<file path="config.mk">
export PLATFORM = sky130hd
export DESIGN_NAME = top_k_area_selector_top_flat
export DESIGN_NICKNAME = d
export VERILOG_FILES = /design/src/rtl/core/tkas_pkg.sv /design/src/rtl/core/tkas_if.sv /design/src/rtl/core/tkas_ctrl.sv /design/src/rtl/core/tkas_datapath.sv /design/src/rtl/core/top_k_area_selector_top.sv /design/src/flat_wrapper.sv
export SDC_FILE = /design/constraint.sdc
export NUM_CORES = 1
export LEC_CHECK = 0
export BUFFER_PORTS_ARGS = -buffer_cell sky130_fd_sc_hd__buf_2
export CAP_MARGIN = 20
export CORE_MARGIN = 5
export CORE_UTILIZATION = 53
export DETAILED_ROUTE_END_ITERATION = 7
export PLACE_DENSITY = 0.82
export SKIP_LAST_GASP = 1
export SYNTH_ARGS = -nofsm -noshare
export SYNTH_HDL_FRONTEND = slang
export SYNTH_SLANG_ARGS = --single-unit
</file>
<file path="constraint.sdc">
create_clock -name clk -period 11.2 [get_ports clk]
set_input_delay 2.24 -clock clk [delete_from_list [all_inputs] [get_ports clk]]
set_output_delay 2.24 -clock clk [all_outputs]
set_load 0.1 [all_outputs]
</file>
<file path="src/rtl/core/tkas_pkg.sv">
// Shared types and constants for the top-k area selector.
// No dependencies.
package tkas_pkg;

  localparam int RANK_BITS = 3;

  typedef enum logic [0:0] {
    ST_IDLE,
    ST_EMIT
  } state_t;

  // controller -> datapath
  typedef struct packed {
    logic insert;
    logic clear;
    logic step;
  } dp_cmd_t;

  // datapath -> controller
  typedef struct packed {
    logic last;
  } dp_status_t;

endpackage

</file>
<file path="src/rtl/core/tkas_if.sv">
// Valid/ready channel interfaces for the top-k area selector.
// Uses tkas_pkg for the rank width.
interface tkas_in_if #(
  parameter int AREA_BITS  = 24,
  parameter int INDEX_BITS = 16
);
  logic                  valid;
  logic                  ready;
  logic                  carries_item;
  logic [AREA_BITS-1:0]  area;
  logic [INDEX_BITS-1:0] item_index;
  logic                  frame_end;

  modport source (output valid, carries_item, area, item_index, frame_end, input ready);
  modport sink   (input valid, carries_item, area, item_index, frame_end, output ready);
endinterface

interface tkas_out_if #(
  parameter int AREA_BITS  = 24,
  parameter int INDEX_BITS = 16
);
  logic                           valid;
  logic                           ready;
  logic                           found;
  logic [tkas_pkg::RANK_BITS-1:0] rank;
  logic [AREA_BITS-1:0]           kept_area;
  logic [INDEX_BITS-1:0]          kept_index;
  logic                           is_last;

  modport source (output valid, found, rank, kept_area, kept_index, is_last, input ready);
  modport sink   (input valid, found, rank, kept_area, kept_index, is_last, output ready);
endinterface

</file>
<file path="src/rtl/core/tkas_ctrl.sv">
// Controller FSM: accepts items, then drains the ranked store.
// Depends on tkas_pkg.
module tkas_ctrl (
  input  logic                 clk,
  input  logic                 rst_n,
  input  logic                 in_valid,
  output logic                 in_ready,
  input  logic                 in_carries_item,
  input  logic                 in_frame_end,
  output logic                 out_valid,
  input  logic                 out_ready,
  output tkas_pkg::dp_cmd_t    cmd,
  input  tkas_pkg::dp_status_t status
);

  tkas_pkg::state_t state_r, state_nxt;

  always_ff @(posedge clk) begin
    if (!rst_n) begin
      state_r <= tkas_pkg::ST_IDLE;
    end else begin
      state_r <= state_nxt;
    end
  end

  always_comb begin
    state_nxt  = state_r;
    in_ready   = 1'b0;
    out_valid  = 1'b0;
    cmd        = '0;
    case (state_r)
      tkas_pkg::ST_IDLE: begin
        in_ready = 1'b1;
        if (in_valid) begin
          cmd.insert = in_carries_item;
          if (in_frame_end) begin
            state_nxt = tkas_pkg::ST_EMIT;
          end
        end
      end
      tkas_pkg::ST_EMIT: begin
        out_valid = 1'b1;
        if (out_ready) begin
          cmd.step = 1'b1;
          if (status.last) begin
            cmd.clear = 1'b1;
            state_nxt = tkas_pkg::ST_IDLE;
          end
        end
      end
      default: begin
        state_nxt = tkas_pkg::ST_IDLE;
      end
    endcase
  end

endmodule

</file>
<file path="src/rtl/core/tkas_datapath.sv">
// Datapath: sorted slot registers with parallel insert, held count, drain counter.
// Depends on tkas_pkg.
module tkas_datapath #(
  parameter int TOP_COUNT  = 8,
  parameter int AREA_BITS  = 24,
  parameter int INDEX_BITS = 16
) (
  input  logic                           clk,
  input  logic                           rst_n,
  input  tkas_pkg::dp_cmd_t              cmd,
  output tkas_pkg::dp_status_t           status,
  input  logic [AREA_BITS-1:0]           in_area,
  input  logic [INDEX_BITS-1:0]          in_item_index,
  output logic                           out_found,
  output logic [tkas_pkg::RANK_BITS-1:0] out_rank,
  output logic [AREA_BITS-1:0]           out_kept_area,
  output logic [INDEX_BITS-1:0]          out_kept_index,
  output logic                           out_is_last
);

  localparam int IDX_W = (TOP_COUNT > 1) ? $clog2(TOP_COUNT) : 1;
  localparam int CNT_W = $clog2(TOP_COUNT + 1);

  logic [AREA_BITS-1:0]  area_r  [TOP_COUNT];
  logic [AREA_BITS-1:0]  area_nxt[TOP_COUNT];
  logic [INDEX_BITS-1:0] index_r  [TOP_COUNT];
  logic [INDEX_BITS-1:0] index_nxt[TOP_COUNT];
  logic [TOP_COUNT-1:0]  valid_r, valid_nxt;
  logic [TOP_COUNT-1:0]  gt;
  logic [CNT_W-1:0]      held_r;
  logic [IDX_W-1:0]      emit_r;

  // gt is monotonic over slots: valid slots form a descending prefix.
  always_comb begin
    for (int k = 0; k < TOP_COUNT; k++) begin
      gt[k] = !valid_r[k] || (in_area > area_r[k]);
    end
    for (int k = 0; k < TOP_COUNT; k++) begin
      area_nxt[k]  = area_r[k];
      index_nxt[k] = index_r[k];
      valid_nxt[k] = valid_r[k];
      if (gt[k]) begin
        if (k == 0 || !gt[(k > 0) ? k - 1 : 0]) begin
          area_nxt[k]  = in_area;
          index_nxt[k] = in_item_index;
          valid_nxt[k] = 1'b1;
        end else begin
          area_nxt[k]  = area_r[(k > 0) ? k - 1 : 0];
          index_nxt[k] = index_r[(k > 0) ? k - 1 : 0];
          valid_nxt[k] = valid_r[(k > 0) ? k - 1 : 0];
        end
      end
    end
  end

  always_ff @(posedge clk) begin
    if (cmd.insert) begin
      for (int k = 0; k < TOP_COUNT; k++) begin
        area_r[k]  <= area_nxt[k];
        index_r[k] <= index_nxt[k];
      end
    end
  end

  always_ff @(posedge clk) begin
    if (!rst_n) begin
      valid_r <= '0;
      held_r  <= '0;
      emit_r  <= '0;
    end else if (cmd.clear) begin
      valid_r <= '0;
      held_r  <= '0;
      emit_r  <= '0;
    end else begin
      if (cmd.insert) begin
        valid_r <= valid_nxt;
        if (gt[TOP_COUNT-1] && held_r != CNT_W'(TOP_COUNT)) begin
          held_r <= held_r + CNT_W'(1);
        end
      end
      if (cmd.step) begin
        emit_r <= emit_r + IDX_W'(1);
      end
    end
  end

  assign status.last = (held_r == '0) || ((CNT_W'(emit_r) + CNT_W'(1)) == held_r);

  // empty frame reports a single not-found item with zero payload
  assign out_found      = (held_r != '0);
  assign out_rank       = tkas_pkg::RANK_BITS'(emit_r);
  assign out_kept_area  = out_found ? area_r[emit_r] : '0;
  assign out_kept_index = out_found ? index_r[emit_r] : '0;
  assign out_is_last    = status.last;

endmodule

</file>
<file path="src/rtl/core/top_k_area_selector_top.sv">
// Top level of the top-k area selector: controller plus datapath.
// Depends on tkas_pkg, tkas_in_if, tkas_out_if, tkas_ctrl, tkas_datapath.
//
//  channel | dir | handshake        | payload
//  in_ch   | in  | valid/ready      | carries_item, area, item_index, frame_end
//  out_ch  | out | valid/ready      | found, rank, kept_area, kept_index, is_last
//
// One input item per cycle while collecting; each area is compared against all
// TOP_COUNT slots in parallel and shifted in at the accept edge.
// A frame end drains held_count items (one if empty), one per cycle at full
// out_ready; input is stalled during the drain.
// Synchronous active-low reset empties the store; no clearing pass.
// out_ch stalls hold the current item; the store clears after the last is taken.
module top_k_area_selector_top #(
  parameter int TOP_COUNT  = 8,
  parameter int AREA_BITS  = 24,
  parameter int INDEX_BITS = 16
) (
  input logic     clk,
  input logic     rst_n,
  tkas_in_if.sink   in_ch,
  tkas_out_if.source out_ch
);

  tkas_pkg::dp_cmd_t    cmd;
  tkas_pkg::dp_status_t status;

  tkas_ctrl u_ctrl (
    .clk            (clk),
    .rst_n          (rst_n),
    .in_valid       (in_ch.valid),
    .in_ready       (in_ch.ready),
    .in_carries_item(in_ch.carries_item),
    .in_frame_end   (in_ch.frame_end),
    .out_valid      (out_ch.valid),
    .out_ready      (out_ch.ready),
    .cmd            (cmd),
    .status         (status)
  );

  tkas_datapath #(
    .TOP_COUNT (TOP_COUNT),
    .AREA_BITS (AREA_BITS),
    .INDEX_BITS(INDEX_BITS)
  ) u_datapath (
    .clk           (clk),
    .rst_n         (rst_n),
    .cmd           (cmd),
    .status        (status),
    .in_area       (in_ch.area),
    .in_item_index (in_ch.item_index),
    .out_found     (out_ch.found),
    .out_rank      (out_ch.rank),
    .out_kept_area (out_ch.kept_area),
    .out_kept_index(out_ch.kept_index),
    .out_is_last   (out_ch.is_last)
  );

endmodule

</file>
<file path="src/flat_wrapper.sv">
// flat-port wrapper written by rule: the top's interface ports become plain ports
module top_k_area_selector_top_flat 
#(
  parameter int TOP_COUNT  = 8,
  parameter int AREA_BITS  = 24,
  parameter int INDEX_BITS = 16
)
  (clk, rst_n, in_ch_valid, in_ch_carries_item, in_ch_area, in_ch_item_index, in_ch_frame_end, in_ch_ready, out_ch_valid, out_ch_found, out_ch_rank, out_ch_kept_area, out_ch_kept_index, out_ch_is_last, out_ch_ready);
  tkas_in_if #(.AREA_BITS(AREA_BITS), .INDEX_BITS(INDEX_BITS)) in_ch_i ();
  tkas_out_if #(.AREA_BITS(AREA_BITS), .INDEX_BITS(INDEX_BITS)) out_ch_i ();
  input logic clk;
  input logic rst_n;
  input wire logic [$bits(in_ch_i.valid)-1:0] in_ch_valid;
  input wire logic [$bits(in_ch_i.carries_item)-1:0] in_ch_carries_item;
  input wire logic [$bits(in_ch_i.area)-1:0] in_ch_area;
  input wire logic [$bits(in_ch_i.item_index)-1:0] in_ch_item_index;
  input wire logic [$bits(in_ch_i.frame_end)-1:0] in_ch_frame_end;
  output wire logic [$bits(in_ch_i.ready)-1:0] in_ch_ready;
  output wire logic [$bits(out_ch_i.valid)-1:0] out_ch_valid;
  output wire logic [$bits(out_ch_i.found)-1:0] out_ch_found;
  output wire logic [$bits(out_ch_i.rank)-1:0] out_ch_rank;
  output wire logic [$bits(out_ch_i.kept_area)-1:0] out_ch_kept_area;
  output wire logic [$bits(out_ch_i.kept_index)-1:0] out_ch_kept_index;
  output wire logic [$bits(out_ch_i.is_last)-1:0] out_ch_is_last;
  input wire logic [$bits(out_ch_i.ready)-1:0] out_ch_ready;
  assign in_ch_i.valid = in_ch_valid;
  assign in_ch_i.carries_item = in_ch_carries_item;
  assign in_ch_i.area = in_ch_area;
  assign in_ch_i.item_index = in_ch_item_index;
  assign in_ch_i.frame_end = in_ch_frame_end;
  assign in_ch_ready = in_ch_i.ready;
  assign out_ch_valid = out_ch_i.valid;
  assign out_ch_found = out_ch_i.found;
  assign out_ch_rank = out_ch_i.rank;
  assign out_ch_kept_area = out_ch_i.kept_area;
  assign out_ch_kept_index = out_ch_i.kept_index;
  assign out_ch_is_last = out_ch_i.is_last;
  assign out_ch_i.ready = out_ch_ready;
  top_k_area_selector_top #(.TOP_COUNT(TOP_COUNT), .AREA_BITS(AREA_BITS), .INDEX_BITS(INDEX_BITS)) u_core (.clk(clk), .rst_n(rst_n), .in_ch(in_ch_i), .out_ch(out_ch_i));
endmodule
</file>
# Yosys cells after proc, flatten, opt, wreduce, memory -nomap -nowiden
# Memory sizes are Yosys's and may differ from the RTL's. A register that Yosys moved wholly into a read port is not among the register bits.
# Cells that the tools add are included.
dict set report word_totals {
  ff_bits 16
  latch_bits 0
  mem_bits_rw 320
  romBits 0
  input_bits 46
  out_inout_bits 47
  word_cells 117
  mem_count 2
}
dict set report classes {
  addsub 3
  mul 0
  div_mod_pow 0
  magnitude_cmp 8
  eq_ne 3
  shift 0
  mux 57
  bitwise 2
  n_reduce_logical 31
}
# name words word_bits read_ports rd_clocked_by_memory_dff write_ports line
set memory_table {}
lappend memory_table {u_core.u_datapath.area_r 8 24 9 1 8 tkas_datapath.sv:24} ;# logic [AREA_BITS-1:0] area_r [TOP_COUNT];
lappend memory_table {u_core.u_datapath.index_r 8 16 8 1 8 tkas_datapath.sv:26} ;# logic [INDEX_BITS-1:0] index_r [TOP_COUNT];
# op count
set op_table {}
lappend op_table {{24-bit two-way mux} 16}
lappend op_table {{16-bit two-way mux} 16}
lappend op_table {{24-bit greater-than comparator} 8}
lappend op_table {{2-bit AND reduction} 10}
lappend op_table {{1-bit two-way mux} 18}
lappend op_table {{3-bit two-way mux} 4}
lappend op_table {{1-bit logical OR} 9}
lappend op_table {{1-bit logical NOT} 8}
lappend op_table {{3-bit by 1-bit adder with 4-bit output, second input constant} 1}
lappend op_table {{4-bit by 1-bit adder with 4-bit output, second input constant} 1}
lappend op_table {{4-bit equality test} 1}
lappend op_table {{4-bit logical NOT} 1}
lappend op_table {{2-bit two-way mux} 2}
lappend op_table {{4-bit inequality test, second input constant} 1}
lappend op_table {{4-bit nonzero test} 1}
lappend op_table {{3-bit by 1-bit adder with 3-bit output, second input constant} 1}
lappend op_table {{1-bit NOT} 2}
lappend op_table {{1-bit case mux with 2 select lines} 1}
lappend op_table {{2-bit OR reduction} 1}
lappend op_table {{1-bit logical AND} 1}
lappend op_table {{1-bit inequality test, second input constant} 1}

# Depth between registers and ports, before layout
# Gate-level depths: netlist (run 1).
dict set report depth {
  word_depth 8
  mapped_depth 10
  mapped_depth_nobuf 9
}

# Modules after synthesis
# Synthesis (run 1) repeated with hierarchy kept, for this count alone.
dict set report hier_totals {
  cells_unflattened 1608
  hier_area_um2 21533.2
}
# module n_inst cells_each area_per_inst_um2 seq_area_each_um2
set modules_own_cells {}
lappend modules_own_cells {tkas_datapath 1 1601 21466.8 9969.6}
lappend modules_own_cells {tkas_ctrl 1 7 66.3 20.0}

# Worst setup path after synthesis (run 1)
# Ideal clock, no wire load.
dict set report synth_path {
  path_kind {input port to flip-flop}
  startpoint {input port in_ch_area[22]}
  endpoint {register u_core.u_datapath.held_r[0]}
  setup_ns 0.133
  arrival_time_ns 6.382
  t_required_ns 11.067
  slack_ns 4.685
  path_stages 8
  path_buffers 0
  path_cell_list {ha_1 nand4_1 nor3_1 a2bb2oi_1 a21o_1 a31oi_1 o21ai_0 mux2i_1}
}
dict set report synth_via {
  elab_chain_cells 4
}
# element line
set synth_rtl {}
lappend synth_rtl {{start: declaration} flat_wrapper.sv:15} ;# input wire logic [$bits(in_ch_i.area)-1:0] in_ch_area;
lappend synth_rtl {{24-bit greater-than comparator} tkas_datapath.sv:36} ;# gt[k] = !valid_r[k] || (in_area > area_r[k]);
lappend synth_rtl {{1-bit logical OR} tkas_datapath.sv:36}
lappend synth_rtl {{1-bit logical AND} tkas_datapath.sv:77} ;# if (gt[TOP_COUNT-1] && held_r != CNT_W'(TOP_COUNT)) begin
lappend synth_rtl {{2-bit AND reduction (no line)} -}
lappend synth_rtl {{end signal: assignment} tkas_datapath.sv:78} ;# held_r <= held_r + CNT_W'(1);
lappend synth_rtl {{end: declaration} tkas_datapath.sv:30} ;# logic [CNT_W-1:0] held_r;
# Every way passes these cells.
# A chain may end at the register's enable or synchronous reset.

==> results of run 1 <==
[cells in the mapped netlist (all sizes together) (11+ instances only)]
| library cell | n |
|---|---|
| inv | 193 |
| ha | 195 |
| o21ai | 21 |
| a21o | 39 |
| nor2 | 67 |
| mux2i | 43 |
| nor2b | 16 |
| nand3 | 11 |
| nand2 | 31 |
| mux2 | 280 |
| buf | 38 |
| edfxtp | 320 |
| nand4 | 45 |
| a21oi | 57 |
| clkbuf | 20 |
| mux4 | 80 |
| dfxtp | 19 |
[stage by stage]
step                utilization  std cells  hold WS (ns)  power, uW
global route              0.593       2230         0.519       3310
floorplan                     -       1579         0.444       1850
global placement          0.562       2159         0.480       1990
finish                    0.593       2231         0.496       3210
CTS                       0.593       2230         0.491       3220
detailed placement        0.562       2161         0.490       2010
[cell type report]
type                       instances  area, um^2  area share
multi-input combinational        989       10300       0.438
sequential                       339       10000       0.425
clock buffer                      47        1030      0.0436
inverter                         193         724      0.0308
tap                              525         657      0.0279
timing repair buffer             115         646      0.0274
clock inverter                    22         174     0.00739
antenna                            1        2.50    0.000106
[path summary, 6_finish.rpt]
kind,startpoint,cells after the start,slack (ns),to
setup / recovery,flop,5,5.40,out_ch_kept_area[2]
hold / removal,u_core.u_datapath.valid_r[1],2,0.50,u_core.u_datapath.valid_r[2]
setup reg to reg,u_core.u_datapath.area_r[0][20],11,7.07,u_core.u_datapath.index_r[0][9]
hold reg to reg,u_core.u_datapath.valid_r[1],2,0.50,u_core.u_datapath.valid_r[2]
[sequential cells by signal, summed over array words and instances (netlist names), named ones only]
| register | count |
|---|---|
| u_core.u_datapath.index_r | 128 |
| u_core.u_ctrl.state_r | 1 |
| u_core.u_datapath.out_rank | 3 |
| u_core.u_datapath.area_r | 192 |
| u_core.u_datapath.valid_r | 8 |
| u_core.u_datapath.held_r | 4 |
[critical path: stages, from the launching register on]
cell	delay, ns
sky130_fd_sc_hd__dfxtp_4	0.81
sky130_fd_sc_hd__buf_4	0.89
sky130_fd_sc_hd__mux4_2	0.62
sky130_fd_sc_hd__mux2i_1	0.30
sky130_fd_sc_hd__nor2_1	0.07
sky130_fd_sc_hd__buf_2	0.30
[report_power, final]
group	leakage [uW]	internal (uW)	switching, uW	total (uW)
Sequential	0.00313	1460	44.1	1500
Combinational	0.00572	180	305	485
Clock	0.000590	699	528	1230
[cell families (layout without fill, tap and decap cells)]
kind of cell             count (synthesis)  in the layout
AND/OR/NAND/NOR                        218            218
buffers and inverters                  251            377
other                                    0              1
adder cells (fa/ha/maj)                195            195
AO/OA/AOI/OAI                          168            168
XOR/XNOR                                 5              5
multiplexers                           403            403
flip-flops                             339            339
[routing by layer]
metal | wire [um] | part of all wire | GRT usage | up-vias
met4 | 2170 | 0.038 | 0.0902 | 8
met2 | 26300 | 0.46 | 0.403 | 674
met3 | 4860 | 0.086 | 0.0539 | 134
met1 | 23400 | 0.41 | 0.349 | 7176
li1 | - | - | - | 6226
met5 | 35 | 0.00062 | 0 | -
==> parameters.txt, run 1 <==
Parameter                              Value

STA
  FMAX    172 MHz
  Setup skew after layout    ~0.027 ns
  Final critical-path required period    5.80 ns
  Actual transition at the worst max-transition pin    around 0.97 ns
  Final WS setup    5.40 ns
  Total Neg Setup Slack    0 ns
  Final hold violation count    0
  Setup repair after global routing missed its margin    no
  Number of slew-limit violations in the final report    0
  Tightest slew margin relative to the limit    0.351
  Final setup violation count    0
  Final worst-path cycle share    0.518

Final layout
  Leading cell type in the layout, fill and taps excluded    sky130_fd_sc_hd__edfxtp_1
  Most used cells in the layout excluding fill and tap cells    sky130_fd_sc_hd__edfxtp_1, sky130_fd_sc_hd__mux2_2, sky130_fd_sc_hd__ha_1
  Net count, final    around 1.9k
  Filler cells    about 3.1k
  Final std cell area, no fill    between 0.02 and 0.025 mm^2
  Area overhead of the layout relative to synthesis    10.7%
  Share of final-layout standard cells stronger than drive strength 1    0.313

Run
  Maximum capacitance violations    0

Floorplan
  Vertical die dimension    210 um
  Starting density of the core    0.535
  Total Die Area    roughly 0.044 mm^2
  Site row count    73
  Core footprint    between 0.03 and 0.04 mm^2
  I/O pins    just over 90
  Die Wd    between 200 and 250 um

Power
  P per Cell Area    approximately 140 mW/mm^2
  Reported leakage power    0.00944 uW
  Max VDD drop    about 0.12 mV

Logic synthesis
  Post-Syn Nets    approximately 1.8k
  Count of cell types in the netlist    just under 60
  Post-synthesis adder-cell area fraction    0.115
  Seq/Total Area, Yosys    0.470
  Mean post-synth cell area    between 10 and 15 um^2
  Post-synthesis cell area    between 0.02 and 0.025 mm^2
  Cell types with the largest area share after synthesis    sky130_fd_sc_hd__edfxtp_1, sky130_fd_sc_hd__mux2_2, sky130_fd_sc_hd__ha_1
  Compound-gate portion of the synthesized area    0.0525
  Simple-gate area share of the yosys netlist    0.0532
  Xor/xnor cell area share of the yosys netlist    0.00206
  Asr flop ratio synth    0
  Number of enable flip-flop cells after synthesis    320
  Largest family of logic cells by synthesized area    multiplexers
  Area fraction of the dominant cell type after synthesis    0.452
  Yosys Warn Count    0
  Leading area contributor after synthesis    sky130_fd_sc_hd__edfxtp_1
  Gate count after technology mapping    1579
  Primary FF master, synth    sky130_fd_sc_hd__edfxtp_1
  Multiplexer share of the synthesized area    0.260
  Synth Register Bits    339

Global route
  Largest net degree at the start of global routing    50
  Number of antenna violations at the first check in global routing    5
  Global routing usage summed across all routing layers    0.254
  Remaining Overflow, GRT    0
  Global-route wire length before repair    87.1 mm
  Vias in the first global route    14.7k

CTS
  CTS sink cnt    between 300 and 400
  CTS hold repair buffers    0
  Number of buffers between clock root and the deepest sink    3
  Clock H-tree levels    2
  Clock buffer count from CTS    38
  Buffer cell driving the clock tree root    sky130_fd_sc_hd__clkbuf_16
  Post-CTS Setup Inserts    0
  CTS tree    built
  Clock latency at the later pin of the worst-skew pair    between 0.5 and 0.6 ns
  Post-cts repair resize count    0
  Clk pin slew, worst setup/hold paths    around 0.07 ns

Worst setup path
  Crit Path Class    flop to output pin
  Max FO, Critical Path    49
  Required @ worst endpoint    between 8 and 9 ns
  Capturing element type of the critical path    output pin
  Data arrival time at the worst-slack endpoint    between 3 and 4 ns
  Type of element launching the critical path    flop

Placed design
  Total cell area at the placement stage    approximately 0.022 mm^2
  Worst Setup Slack post-DPL    5.02 ns
  Number of buffer cells added on primary ports    92
  Half-perimeter wire length after placement    37.5 mm
  Placer congestion estimate    between 0.9 and 1

Route
  Total wire length after detailed routing    around 57 mm
  Via-to-Cell Ratio    about 6.4
  Detailed Routing Iterations Pass 1    5
  Antenna Nets Post-Route    0
  Number of DRC violations after detailed routing    0
  Routed length per instance    25.4 um
  DRT iter0 DRCs    roughly 1.3k
  Vias after detailed routing    14.2k

Worst hold path
  Tightest Hold Check Type    flop to flop

Status
  Result of the run    finished clean
Note: power is estimated with default switching activity, not from simulation.
==> run 2: changes to the inputs <==
--- a/config.mk
+++ b/config.mk
@@ -10,7 +10,7 @@
 export CORE_MARGIN = 5
 export CORE_UTILIZATION = 53
 export DETAILED_ROUTE_END_ITERATION = 7
-export PLACE_DENSITY = 0.82
+export PLACE_DENSITY = 0.85
 export SKIP_LAST_GASP = 1
 export SYNTH_ARGS = -nofsm -noshare
 export SYNTH_HDL_FRONTEND = slang
==> constraint.sdc (replaced) <==
create_clock -name clk -period 5.11 [get_ports clk]
set_input_delay 1.022 -clock clk [delete_from_list [all_inputs] [get_ports clk]]
set_output_delay 1.022 -clock clk [all_outputs]
set_load 0.1 [all_outputs]
==> parameters.txt, run 2 (synthesized netlist as in run 1, its figures left out) <==
Parameter                              Value

STA
  Final hold violation count    0 (unchanged)
  Final WS setup    1.05 ns (-4.35 ns)
  Final setup violation count    0 (unchanged)
  Setup repair after global routing missed its margin    no
  Actual transition at the worst max-transition pin    0.996 ns (+0.0232 ns)
  Tightest slew margin relative to the limit    0.334 (-0.0170)
  FMAX    around 250 MHz
  Setup skew after layout    0.0211 ns (-0.00542 ns)
  Total Neg Setup Slack    0 ns (unchanged)
  Final worst-path cycle share    0.795
  Number of slew-limit violations in the final report    0 (unchanged)
  Final critical-path required period    roughly 4 ns

Placed design
  Placed cell count    2175 (+0.65%)
  Number of buffer cells added on primary ports    92 (unchanged)
  Total cell area at the placement stage    0.0225 mm^2 (+0.77%)
  Worst Setup Slack post-DPL    0.546 ns (-4.48 ns)
  Half-perimeter wire length after placement    38.8 mm (+3.4%)
  Placer congestion estimate    0.932 (-4.7%)

CTS
  CTS tree    built
  Clock buffer count from CTS    37 (-2.6%)
  Clock H-tree levels    2 (unchanged)
  CTS sink cnt    339 (unchanged)
  CTS hold repair buffers    0 (unchanged)
  Post-CTS Setup Inserts    0 (unchanged)
  Number of buffers between clock root and the deepest sink    3 (unchanged)
  Buffer cell driving the clock tree root    sky130_fd_sc_hd__clkbuf_16
  Clock latency at the later pin of the worst-skew pair    0.54 ns (about the same)
  Post-cts repair resize count    0 (unchanged)
  Clk pin slew, worst setup/hold paths    0.06 ns (about the same)

Final layout
  Leading cell type in the layout, fill and taps excluded    sky130_fd_sc_hd__edfxtp_1
  Filler-free cell count of the finished design    2239 (+0.36%)
  Share of final-layout standard cells stronger than drive strength 1    0.315 (+0.00204)
  Most used cells in the layout excluding fill and tap cells    sky130_fd_sc_hd__edfxtp_1, sky130_fd_sc_hd__mux2_2, sky130_fd_sc_hd__ha_1
  Register ranked first by flip-flop count    u_core.u_datapath.area_r
  Flip-flop count of the largest register, all copies and words added    192 (unchanged)
  Filler cells    3021 (-1.6%)
  Area overhead of the layout relative to synthesis    11.2%
  Largest registers    u_core.u_datapath.area_r (192), u_core.u_datapath.index_r (128), u_core.u_datapath.valid_r (8)
  Final std cell area, no fill    0.0236 mm^2 (+0.43%)
  Net count, final    1930 (+0.68%)

Worst setup path
  Capturing element type of the critical path    flop
  Type of element launching the critical path    input pin
  Required @ worst endpoint    5.32 ns (-3.64 ns)
  Data arrival time at the worst-slack endpoint    4.28 ns (+0.72 ns)
  Crit Path Class    input pin to flop
  Length in cells of the worst reg-to-reg path    10 (-1)
  Max FO, Critical Path    26 (-47%)

Floorplan
  Site row count    73 (unchanged)
  Total Die Area    0.0442 mm^2 (unchanged)
  I/O pins    93 (unchanged)
  Die Wd    210 um (unchanged)
  Vertical die dimension    210 um (unchanged)
  Core footprint    0.0397 mm^2 (unchanged)
  Starting density of the core    0.535 (unchanged)

Route
  Detailed Routing Iterations Pass 1    8 (+3)
  Via-to-Cell Ratio    6.33 (-0.67%)
  Total wire length after detailed routing    57.4 mm (+1.2%)
  Routed length per instance    25.6 um (+0.83%)
  Vias after detailed routing    14.2k (-0.31%)
  Number of DRC violations after detailed routing    2 (+2)
  Antenna Nets Post-Route    0 (unchanged)
  DRT iter0 DRCs    1451 (+11%)

Run
  Maximum capacitance violations    0 (unchanged)

Power
  P per Cell Area    295 mW/mm^2 (+120%)
  Max VDD drop    0.303 mV (+160%)
  Reported leakage power    0.00949 uW (+0.52%)
  Total Power    6970 uW (+120%)

Status
  Violated checks    design-rule violations
  Result of the run    complete, but fails checks

Global route
  Global-route wire length before repair    87.9 mm (+0.98%)
  Vias in the first global route    14.7k (-0.16%)
  Remaining Overflow, GRT    0 (unchanged)
  Global routing usage summed across all routing layers    0.255 (+0.00155)
  Number of antenna violations at the first check in global routing    2 (-3)
  Largest net degree at the start of global routing    41 (-18%)

Worst hold path
  Tightest Hold Check Type    flop to flop
  WHS Path Cells    2 (unchanged)
-- run 2: metal layers --
layer | track usage | share of wire
met1 | 0.345 | 0.40
met2 | 0.425 | 0.49
met3 | 0.0417 | 0.075
met4 | 0.0842 | 0.034
met5 | 0 | 0.00042
-- run 2: path summary, 6_finish.rpt --
kind | slack, ns | endpoint | start
worst max-delay path | 1.05 | u_core.u_datapath.index_r[0][12] | in_ch_area[21]
worst min-delay path | 0.50 | flop | u_core.u_datapath.out_rank[1]
worst max register to register | 1.32 | u_core.u_datapath.index_r[0][12] | u_core.u_datapath.area_r[0][23]
worst min register to register | 0.50 | flop | u_core.u_datapath.out_rank[1]
-- run 2: critical path: stages --
cell	delay, ns
sky130_fd_sc_hd__buf_2	0.20
sky130_fd_sc_hd__ha_1	0.34
sky130_fd_sc_hd__nand3_1	0.10
sky130_fd_sc_hd__nor2_1	0.13
sky130_fd_sc_hd__nand2_1	0.13
sky130_fd_sc_hd__or3_1	0.39
sky130_fd_sc_hd__o41ai_1	0.50
sky130_fd_sc_hd__a21oi_4	0.21
sky130_fd_sc_hd__nor2_4	0.81
sky130_fd_sc_hd__buf_4	0.41
-- run 2: per-stage QoR --
| step | hold WS, ns | utilization |
|---|---|---|
| after floorplan | 0.448 | - |
| after global placement | 0.479 | 0.566 |
| after detailed placement | 0.493 | 0.567 |
| after CTS | 0.495 | 0.595 |
| after global routing | 0.519 | 0.595 |
| final | 0.504 | 0.595 |
-- run 2: where the power goes --
| part | internal (uW) | switching [uW] | total (uW) |
|---|---|---|---|
| clock | 1490 | 1110 | 2600 |
| combinational | 406 | 673 | 1080 |
| sequential | 3190 | 97.1 | 3290 |
| total | 5090 | 1880 | 6970 |
-- run 2: area by class of cell --
class	count	area (um^2)	share of cell area
Multi-Input combinational cell	989	10300	0.436
Sequential cell	339	10000	0.423
Clock buffer	47	1010	0.0425
Timing Repair Buffer	129	817	0.0346
Inverter	193	724	0.0306
Tap cell	525	657	0.0278
Clock inverter	16	123	0.00519
Antenna cell	1	2.50	0.000106
